### src/rtl/msbm_pkg.sv
`timescale 1ns / 1ps

package msbm_pkg;

    // frame geometry
    localparam int REQUEST_BITS = 12;
    localparam int REPLY_BITS   = 24;
    localparam int HALF_BITS    = 2 * REQUEST_BITS;

    // word kinds on the input side
    localparam logic KIND_TICK    = 1'b0;
    localparam logic KIND_REQUEST = 1'b1;

    // function codes
    localparam logic [3:0] FN_INFO = 4'd1;
    localparam logic [3:0] FN_DATA = 4'd2;

    // status codes
    localparam logic [1:0] STATUS_OK       = 2'd0;
    localparam logic [1:0] STATUS_MISMATCH = 2'd1;
    localparam logic [1:0] STATUS_UNKNOWN  = 2'd2;

    // configuration register indexes
    localparam logic [1:0] CFG_MESSAGE_PERIOD = 2'd0;
    localparam logic [1:0] CFG_START_CODE     = 2'd1;
    localparam logic [1:0] CFG_REPLY_DELAY    = 2'd2;

    // configuration reset values
    localparam logic [15:0] MESSAGE_PERIOD_RST = 16'd10000;
    localparam logic [3:0]  START_CODE_RST     = 4'b0110;
    localparam logic [3:0]  REPLY_DELAY_RST    = 4'd1;

    // one result word
    typedef struct packed {
        logic        line_level;
        logic        busy_res;
        logic        rejected;
        logic        reply_done;
        logic [1:0]  status;
        logic [3:0]  sensor_errors;
        logic [11:0] sensor_data;
        logic [3:0]  sensor_type;
    } result_t;

endpackage

### src/rtl/msbm_core.sv
`timescale 1ns / 1ps

module msbm_core (
    input  logic                 aclk,
    input  logic                 aresetn,
    input  logic                 cfg_wr_en,
    input  logic [1:0]           cfg_index,
    input  logic [15:0]          cfg_wdata,
    input  logic                 step,
    input  logic                 kind,
    input  logic                 rx_bit,
    input  logic [3:0]           address,
    input  logic [3:0]           function_code,
    output msbm_pkg::result_t    result
);

    // configuration registers
    logic [15:0] message_period_reg;
    logic [3:0]  start_code_reg;
    logic [3:0]  reply_delay_reg;

    // bus state
    logic [15:0] period_count_reg, period_count_next;
    logic        send_permit_reg, send_permit_next;
    logic        clock_phase_reg, clock_phase_next;
    logic        request_pending_reg, request_pending_next;
    logic [3:0]  held_address_reg, held_address_next;
    logic [3:0]  held_function_reg, held_function_next;
    logic        sending_reg, sending_next;
    logic [11:0] tx_frame_reg, tx_frame_next;
    logic [4:0]  half_bit_index_reg, half_bit_index_next;
    logic [4:0]  reply_left_reg, reply_left_next;
    logic [3:0]  delay_left_reg, delay_left_next;
    logic [23:0] reply_shift_reg, reply_shift_next;
    logic        line_reg, line_next;

    logic [15:0] count_inc;
    logic [4:0]  half_inc;
    logic [3:0]  bit_slot;
    logic [3:0]  bit_pos;
    logic [3:0]  echo_addr;
    logic [3:0]  echo_func;
    logic        busy_now;

    // configuration writes
    always_ff @(posedge aclk) begin
        if (!aresetn) begin
            message_period_reg <= msbm_pkg::MESSAGE_PERIOD_RST;
            start_code_reg     <= msbm_pkg::START_CODE_RST;
            reply_delay_reg    <= msbm_pkg::REPLY_DELAY_RST;
        end else if (cfg_wr_en) begin
            case (cfg_index)
                msbm_pkg::CFG_MESSAGE_PERIOD: message_period_reg <= cfg_wdata;
                msbm_pkg::CFG_START_CODE:     start_code_reg     <= cfg_wdata[3:0];
                msbm_pkg::CFG_REPLY_DELAY:    reply_delay_reg    <= cfg_wdata[3:0];
                default: ;
            endcase
        end
    end

    // one word worth of bus activity
    always_comb begin
        period_count_next    = period_count_reg;
        send_permit_next     = send_permit_reg;
        clock_phase_next     = clock_phase_reg;
        request_pending_next = request_pending_reg;
        held_address_next    = held_address_reg;
        held_function_next   = held_function_reg;
        sending_next         = sending_reg;
        tx_frame_next        = tx_frame_reg;
        half_bit_index_next  = half_bit_index_reg;
        reply_left_next      = reply_left_reg;
        delay_left_next      = delay_left_reg;
        reply_shift_next     = reply_shift_reg;
        line_next            = line_reg;

        result = '0;
        busy_now = request_pending_reg || sending_reg || (reply_left_reg != 5'd0);

        count_inc = period_count_reg + 16'd1;
        half_inc  = half_bit_index_reg + 5'd1;
        bit_slot  = half_bit_index_reg[4:1];
        if (bit_slot >= 4'(msbm_pkg::REQUEST_BITS)) begin
            bit_slot = bit_slot - 4'(msbm_pkg::REQUEST_BITS);
        end
        bit_pos   = 4'(msbm_pkg::REQUEST_BITS - 1) - bit_slot;
        echo_addr = 4'd0;
        echo_func = 4'd0;

        if (kind == msbm_pkg::KIND_REQUEST) begin
            // start request: latch it unless one is pending or a transfer is under way
            if (busy_now) begin
                result.rejected = 1'b1;
            end else begin
                held_address_next    = address;
                held_function_next   = function_code;
                request_pending_next = 1'b1;
            end
        end else begin
            // pacing counter
            if (count_inc == message_period_reg) begin
                period_count_next = 16'd0;
                send_permit_next  = 1'b1;
            end else begin
                period_count_next = count_inc;
            end

            // idle line clock
            clock_phase_next = ~clock_phase_reg;
            if (!sending_reg) begin
                line_next = ~clock_phase_reg;
            end

            // reply sampling
            if ((reply_left_reg != 5'd0) && (delay_left_reg == 4'd0)) begin
                reply_left_next  = reply_left_reg - 5'd1;
                reply_shift_next = {reply_shift_reg[22:0], rx_bit};
                if (reply_left_reg == 5'd1) begin
                    echo_addr = reply_shift_next[23:20];
                    echo_func = reply_shift_next[19:16];
                    result.reply_done = 1'b1;
                    if ((echo_addr != held_address_reg) ||
                        (echo_func != held_function_reg)) begin
                        result.status = msbm_pkg::STATUS_MISMATCH;
                    end else begin
                        result.sensor_errors = reply_shift_next[15:12];
                        if (echo_func == msbm_pkg::FN_INFO) begin
                            result.sensor_type = reply_shift_next[11:8];
                        end else if (echo_func == msbm_pkg::FN_DATA) begin
                            result.sensor_data = reply_shift_next[11:0];
                        end else begin
                            result.status = msbm_pkg::STATUS_UNKNOWN;
                        end
                    end
                end
            end
            if (delay_left_reg != 4'd0) begin
                delay_left_next = delay_left_reg - 4'd1;
            end

            // manchester half-bit, driven inverted
            if (sending_reg) begin
                line_next = ~(tx_frame_reg[bit_pos] ^ half_bit_index_reg[0]);
                if (half_inc >= 5'(msbm_pkg::HALF_BITS)) begin
                    half_bit_index_next = 5'd0;
                    sending_next        = 1'b0;
                    reply_left_next     = 5'(msbm_pkg::REPLY_BITS);
                    delay_left_next     = reply_delay_reg;
                end else begin
                    half_bit_index_next = half_inc;
                end
            end
        end

        // launch a pending request once permitted
        if (request_pending_next && send_permit_next && !sending_next &&
            (reply_left_next == 5'd0)) begin
            request_pending_next = 1'b0;
            send_permit_next     = 1'b0;
            tx_frame_next        = {start_code_reg, held_address_next, held_function_next};
            half_bit_index_next  = 5'd0;
            sending_next         = 1'b1;
        end

        result.line_level = line_next;
        result.busy_res   = request_pending_next || sending_next || (reply_left_next != 5'd0);
    end

    // state update on each accepted word
    always_ff @(posedge aclk) begin
        if (!aresetn) begin
            period_count_reg    <= '0;
            send_permit_reg     <= 1'b0;
            clock_phase_reg     <= 1'b0;
            request_pending_reg <= 1'b0;
            held_address_reg    <= '0;
            held_function_reg   <= '0;
            sending_reg         <= 1'b0;
            tx_frame_reg        <= '0;
            half_bit_index_reg  <= '0;
            reply_left_reg      <= '0;
            delay_left_reg      <= '0;
            reply_shift_reg     <= '0;
            line_reg            <= 1'b0;
        end else if (step) begin
            period_count_reg    <= period_count_next;
            send_permit_reg     <= send_permit_next;
            clock_phase_reg     <= clock_phase_next;
            request_pending_reg <= request_pending_next;
            held_address_reg    <= held_address_next;
            held_function_reg   <= held_function_next;
            sending_reg         <= sending_next;
            tx_frame_reg        <= tx_frame_next;
            half_bit_index_reg  <= half_bit_index_next;
            reply_left_reg      <= reply_left_next;
            delay_left_reg      <= delay_left_next;
            reply_shift_reg     <= reply_shift_next;
            line_reg            <= line_next;
        end
    end

endmodule

### src/rtl/msbm_out.sv
`timescale 1ns / 1ps

module msbm_out (
    input  logic                 aclk,
    input  logic                 aresetn,
    input  logic                 in_valid,
    output logic                 in_ready,
    input  msbm_pkg::result_t    in_result,
    output logic                 out_valid,
    input  logic                 out_ready,
    output msbm_pkg::result_t    out_result
);

    logic              valid_reg;
    msbm_pkg::result_t result_reg;

    // take a new word whenever the held one leaves or none is held
    assign in_ready   = !valid_reg || out_ready;
    assign out_valid  = valid_reg;
    assign out_result = result_reg;

    always_ff @(posedge aclk) begin
        if (!aresetn) begin
            valid_reg <= 1'b0;
        end else if (in_ready) begin
            valid_reg <= in_valid;
        end
    end

    always_ff @(posedge aclk) begin
        if (in_ready && in_valid) begin
            result_reg <= in_result;
        end
    end

endmodule

### src/rtl/manchester_sensor_bus_master_top.sv
`timescale 1ns / 1ps

// Manchester sensor bus master. Each input word is either a timer tick
// (tuser = 0), carrying the sampled bus level, or a start request
// (tuser = 1) carrying a sensor address and function code. Every input
// word yields exactly one result word, registered, in the cycle after it is
// accepted; a new word is accepted every cycle as long as the result
// register is empty or being drained, so throughput is one word per clock.
// The request frame is start code, address, function, msb first, two
// inverted manchester half-bits per bit, one half-bit per tick; the reply is
// 24 bits sampled one per tick after the configured delay. Configuration is
// to be written only while the bus is idle, which the block does not enforce;
// after reset the registers hold period 10000, start code 6 and reply delay 1.
module manchester_sensor_bus_master_top (
    input  logic        aclk,
    input  logic        aresetn,
    // configuration write port
    input  logic        cfg_wr_en,
    input  logic [1:0]  cfg_index,
    input  logic [15:0] cfg_wdata,
    // input words
    input  logic        s_tvalid,
    output logic        s_tready,
    input  logic [15:0] s_tdata,   // rx_bit[0], address[4:1], function_code[8:5]
    input  logic        s_tuser,   // kind[0]
    // result words
    output logic        m_tvalid,
    input  logic        m_tready,
    output logic [31:0] m_tdata    // line_level[0], busy_res[1], rejected[2],
                                   // reply_done[3], status[5:4], sensor_errors[9:6],
                                   // sensor_data[21:10], sensor_type[25:22]
);

    msbm_pkg::result_t core_result;
    msbm_pkg::result_t out_result;
    logic              step;

    assign step = s_tvalid && s_tready;

    // bus state machine and reply decode
    msbm_core u_core (
        .aclk          (aclk),
        .aresetn       (aresetn),
        .cfg_wr_en     (cfg_wr_en),
        .cfg_index     (cfg_index),
        .cfg_wdata     (cfg_wdata),
        .step          (step),
        .kind          (s_tuser),
        .rx_bit        (s_tdata[0]),
        .address       (s_tdata[4:1]),
        .function_code (s_tdata[8:5]),
        .result        (core_result)
    );

    // result register
    msbm_out u_out (
        .aclk       (aclk),
        .aresetn    (aresetn),
        .in_valid   (s_tvalid),
        .in_ready   (s_tready),
        .in_result  (core_result),
        .out_valid  (m_tvalid),
        .out_ready  (m_tready),
        .out_result (out_result)
    );

    // pack result fields
    assign m_tdata = {6'd0,
                      out_result.sensor_type,
                      out_result.sensor_data,
                      out_result.sensor_errors,
                      out_result.status,
                      out_result.reply_done,
                      out_result.rejected,
                      out_result.busy_res,
                      out_result.line_level};

endmodule

### config.mk
export PLATFORM = sky130hd
export DESIGN_NAME = manchester_sensor_bus_master_top
export DESIGN_NICKNAME = d
export VERILOG_FILES = /design/src/rtl/msbm_pkg.sv /design/src/rtl/msbm_core.sv /design/src/rtl/msbm_out.sv /design/src/rtl/manchester_sensor_bus_master_top.sv
export SDC_FILE = /design/constraint.sdc
export NUM_CORES = 1
export LEC_CHECK = 0
export BUFFER_PORTS_ARGS = -buffer_cell sky130_fd_sc_hd__buf_2
export CORE_UTILIZATION = 35
export CTS_CLUSTER_SIZE = 16
export DETAILED_ROUTE_END_ITERATION = 12
export REMOVE_ABC_BUFFERS = 1
export SYNTH_ARGS = -nofsm -noshare
export SYNTH_HDL_FRONTEND = slang
export SYNTH_HIERARCHICAL = 1
export SYNTH_SLANG_ARGS = --single-unit
### constraint.sdc
create_clock -name aclk -period 3.1 [get_ports aclk]
set_input_delay 0.62 -clock aclk [delete_from_list [all_inputs] [get_ports aclk]]
set_output_delay 0.62 -clock aclk [all_outputs]
set_load 0.05 [all_outputs]
* After elaboration in Yosys (flattened, before gate mapping)
Index checks and enable logic that the tools add are counted.
** Storage, ports and cells
- Flip-flop bits (word level) :: 129
- Output and inout bits :: 34
- Logic and storage cells :: 125
** Cells by class
- $add $sub $neg :: 6
- Magnitude comparators :: 3
- Equality and inequality tests :: 9
- Mux-type cells :: 40
- Bitwise gates (word level) :: 8
- Reductions and logical operators :: 33
** Operator list (count)
- $mux W5 :: 8
- $mux W4 :: 9
- $mux W12 :: 2
- $mux W23 :: 1
- $mux W20 :: 1
- $add A16 B1 Y16 const B :: 1
- $eq A16 B16 Y1 :: 1
- $mux W16 :: 1
- $mux W1 :: 14
- $reduce_and A2 Y1 :: 5
- $reduce_bool A5 Y1 :: 2
- $reduce_or A5 Y1 :: 2
- $ne A4 B4 Y1 :: 2
- $not A1 Y1 :: 7
- $logic_or A1 B1 Y1 :: 6
- $mux W2 :: 3
- $reduce_and A3 Y1 :: 2
- $reduce_or A6 Y1 :: 1
- $add A5 B1 Y5 const B :: 1
- $eq A5 B1 Y1 const B :: 1
- $ge A5 B5 Y1 const B :: 1
- $logic_and A1 B1 Y1 :: 5
- $logic_not A5 Y1 :: 1
- $lt A4 B5 Y1 const B :: 1
- 20 further kinds :: 21

* Longest topological paths before layout
- Word-level depth :: 11
- Depth in mapped cells :: 12

* Hierarchy
Netlist, hierarchy kept.
** By module, submodules not included
- msbm_core :: times used 1, cells each 702, area each 5535.3 µm², seq. area each 2042.0 µm²
- msbm_out :: times used 1, cells each 31, area each 838.3 µm², seq. area each 800.8 µm²
- manchester_sensor_bus_master_top :: times used 1, cells each 8, area each 55.1 µm², seq. area each 0.0 µm²

* Worst setup path after synthesis
OpenSTA, ideal clock, no wires.
- Kind :: input to register
- Start :: input port s_tuser
- End :: register u_core.tx_frame_reg[6]
- Setup time :: 0.146 ns
- Arrival time :: 2.636 ns
- Required time :: 2.954 ns
- Path slack :: 0.318 ns
- Stages :: 8
- Buffers on the path :: 2
- Cell sequence :: clkbuf_1 > inv_1 > nand4_1 > mux2_2 > a211o_1 > nor4_2 > clkbuf_1 > a311oi_2
** Between the ends
- Cells in the longest elaborated chain, start to end :: 5
- Elaborated cells between the ends (all ways) :: 11
** RTL lines
- start: declaration :: line manchester_sensor_bus_master_top.sv:25 : input logic s_tuser,
- branches (longest 5 deep; another with $mux W5)
- end signal: assignment :: line msbm_core.sv:193 : tx_frame_reg <= tx_frame_next;
- end: declaration :: line msbm_core.sv:30 : logic [11:0] tx_frame_reg, tx_frame_next;
Several ways; the timed one is not identified.
A chain may end at the register's enable or synchronous reset.

* Worst setup path after layout
- Start :: register u_core.delay_left_reg[0]
- End :: register u_core.tx_frame_reg[8]
** Between the ends
- Cells in the longest elaborated chain, start to end :: 9
** RTL lines
- start: declaration :: line msbm_core.sv:33 : logic [3:0] delay_left_reg, delay_left_next;
- start signal: assignment :: line msbm_core.sv:196 : delay_left_reg <= delay_left_next;
- $logic_not A4 Y1 * :: line msbm_core.sv:115 : if ((reply_left_reg != 5'd0) && (delay_left_reg == 4'd0)) begin
- $logic_and A1 B1 Y1 * :: line msbm_core.sv:115
- $mux W5 * :: line msbm_core.sv:115
- $mux W5 :: line msbm_core.sv:144 : if (half_inc >= 5'(msbm_pkg::HALF_BITS)) begin
- $mux W5 * :: line msbm_core.sv:142 : if (sending_reg) begin
- $mux W5 * :: line msbm_core.sv:90 : if (kind == msbm_pkg::KIND_REQUEST) begin
- $logic_not A5 Y1 * :: line msbm_core.sv:157 : (reply_left_next == 5'd0)) begin
- $logic_and A1 B1 Y1 * :: line msbm_core.sv:156 : if (request_pending_next && send_permit_next && !sending_next &&
- $reduce_and A2 Y1 (no source line) *
Mark *: on every way between the ends. The rest lies on a longest branch, timed or not.

==> results.yml <==
detailed_routing:
  drt_wl_total_mm: 14.4
  wl_per_cell_um: 13.8
  drt_iter0_drc: 393
  postRouteAntennaNets: 0
  viasPerCell: 5.12
  route.detailed.drc: 0
  first_pass_iters: 4
  vias: 5339
timing:
  timing.slew.headroom: 0.562
  report.final.slew_viol_count: 0
  fmax_mhz: 356
  worstMarginPinSlew_ps: 654
  period_share: 0.906
  period_minus_slack_ps: 2810
  setup_viol: 0
  finalClockSkew_ps: 14.9
  hold_viol: 0
  rsz0062_at_grt: "false"
  setup_tns_ps: 0
floorplanning:
  coreArea_sq_um: 18000
  dieArea_sq_um: 18900
  die_w_um: 138
  initial_core_util: 0.358
  io_pins: 74
  die_h_um: 138
  rows: 49
yosys:
  synth_edf_count: 26
  async_flop_share: 0
  ys_ff_latch: 129
  ys_warn_count: 6
  synth_area_per_cell_sq_um: 8.68
  synth_area_sq_um: 6430
  yosys_most_used_dff: "dfxtp_1"
  synth.distinct_cells: 69
  post_synth_inst_count: 741
  seq_area_frac_synth: 0.442
global_routing:
  grt_pass1_wl_mm: 23.6
  antenna_found_initial: 0
  grt_start_max_net_pins: 50
  track_usage: 0.161
  grt_pass1_vias: 4668
  grt_overflow: 0
setup_path:
  arrival_ps: 3120
  crit_fanout: 6
  crit_path_start_kind: "flip-flop"
  critPathCaptureType: "flip-flop"
  cp_data_required_time_ps: 3410
  worstSetupPathType: "flip-flop to flip-flop"
finish:
  area_growth_pct: 18.5
  drive_gt1_frac: 0.180
  final_common_cell: "nand2_1"
  postLayoutCoreUtil: 0.424
  antenna_cells: 0
  fin_area_sq_um: 7620
  nets: 848
  layout_common_cells: "118 x nand2_1, 103 x dfxtp_1, 83 x a21oi_1, 60 x buf_2, 54 x nor2_1"
  largest_reg_flops: 26
  fill_cells: 1787
flow_run:
  maxCapViolCount: 0
clock_network:
  h-tree-depth: 4
  clk_latency_ps: 430
  cts_buffers: 17
  clk_pin_slew_ps: 60
  cts_tree: "built"
  cts_root_buffer: "clkbuf_16"
  cts_sinks: 129
  cts_buffer_depth: 2
  cts_hold_buf: 0
placed_design:
  portBuffers: 60
  place_area_sq_um: 7030
  hpwlAfterDp_mm: 9.74
  gp_congestion: 0.811
status:
  outcome: "finished clean"
min_path:
  hold_class: "input pin to flip-flop"
power_and_ir_drop:
  ir_worst_vdd_v: 0.000396
  power.density_nw_per_um2: 560
  power.leakage_nw: 2.99
[synth_stat cells (all sizes together) (3+ instances only)]
cell    number  area [sq um]
a211o        3          26.3
a21boi       4          33.8
a21oi       85           433
a311oi      10           100
a31oi        3          18.8
and2        24           153
and3         7          43.8
and4         4          35.0
buf         16           128
clkbuf      37           144
dfxtp      103          2060
edfxtp      26           781
ha           8           100
inv         16          60.1
mux2i       27           270
mux4         3          67.6
nand2      118           443
nand2b       9          63.8
nand3       26           130
nand3b       6          45.0
nand4       10          77.6
nand4b       4          35.0
nor2        55           206
nor3        16          90.1
nor3b        5          37.5
nor4        11          81.3
nor4b        3          32.5
o21a         3          22.5
o21ai       40           200
xnor2       16           140
xor2        11          96.3
[what timing repair did]
action | CTS | global route
setup endpoints to repair | 0 | 4
hold endpoints to repair | 0 | 0
setup buffers | 0 | 0
gates resized for setup | 0 | 1
[worst max-delay path, cell delays in order, from the launching register on]
cell and delay [ps]:
dfxtp_1 330, inv_1 60, ha_1 200, nor3b_1 390, nand4_1 160, mux2_2 300, a211o_1 290, or4_1 630
o21ai_0 240, a21oi_1 90
[routing by layer]
| layer | wire length, um | GRT usage | up-vias |
|---|---|---|---|
| met5 | 0 | 0 | - |
| met4 | 190 | 0.0641 | 0 |
| met3 | 564 | 0.0357 | 12 |
| met1 | 7100 | 0.218 | 2499 |
| li1 | - | - | 2726 |
| met2 | 6500 | 0.246 | 102 |
[power by group]
part | leakage (nW) | switching (W) | total [W] | internal [W]
registers | 1.09 | 0.0000354 | 0.00180 | 0.00176
logic | 1.61 | 0.000320 | 0.000482 | 0.000162
clock network | 0.289 | 0.000842 | 0.00198 | 0.00114
[final timing paths]
path / slack [ps] / from / endpoint / depth (start not counted)
worst max-delay path: 290 / u_core/delay_left_reg[0]$_SDFFE_PN0P_ / u_core/tx_frame_reg[8]$_SDFFE_PN0P_ / 9
worst min-delay path: 400 / cfg_wdata[13] / u_core/message_period_reg[13]$_SDFFE_PN1P_ / 3
worst max register to register: 290 / u_core/delay_left_reg[0]$_SDFFE_PN0P_ / u_core/tx_frame_reg[8]$_SDFFE_PN0P_ / 9
worst min register to register: 470 / u_core/reply_shift_reg[0]$_SDFFE_PN0P_ / u_core/reply_shift_reg[1]$_SDFFE_PN0P_ / 2
[final cells by class]
class	count	area (sq um)	area share
flip-flops and latches	129	2840	0.373
multi-input cells	547	3290	0.432
inverters	17	63.8	0.00838
clock buffers	17	425	0.0558
clock inverters	15	160	0.0210
well taps	229	287	0.0376
repair buffers	88	548	0.0719
[kinds of logic after synthesis]
group | count (synthesis) | synth area share
AND/OR/NAND/NOR | 307 | 0.240
multiplexers | 32 | 0.0561
buffers and inverters | 70 | 0.0522
flip-flops | 129 | 0.442
XOR/XNOR | 27 | 0.0368
adder cells (fa/ha/maj) | 8 | 0.0156
other | 1 | 0.000583
AO/OA/AOI/OAI | 167 | 0.157
[per-stage QoR]
stage | total power (W) | setup WS, ps | std cells | hold WS (ps)
floorplan | 0.00216 | -345 | 693 | 440
global placement | 0.00232 | 315 | 1010 | 454
detailed placement | 0.00232 | 304 | 1010 | 459
CTS | 0.00431 | 272 | 1042 | 390
global route | 0.00443 | 70.4 | 1042 | 405
finish | 0.00427 | 292 | 1042 | 399
(Power assumes the default switching activity.)
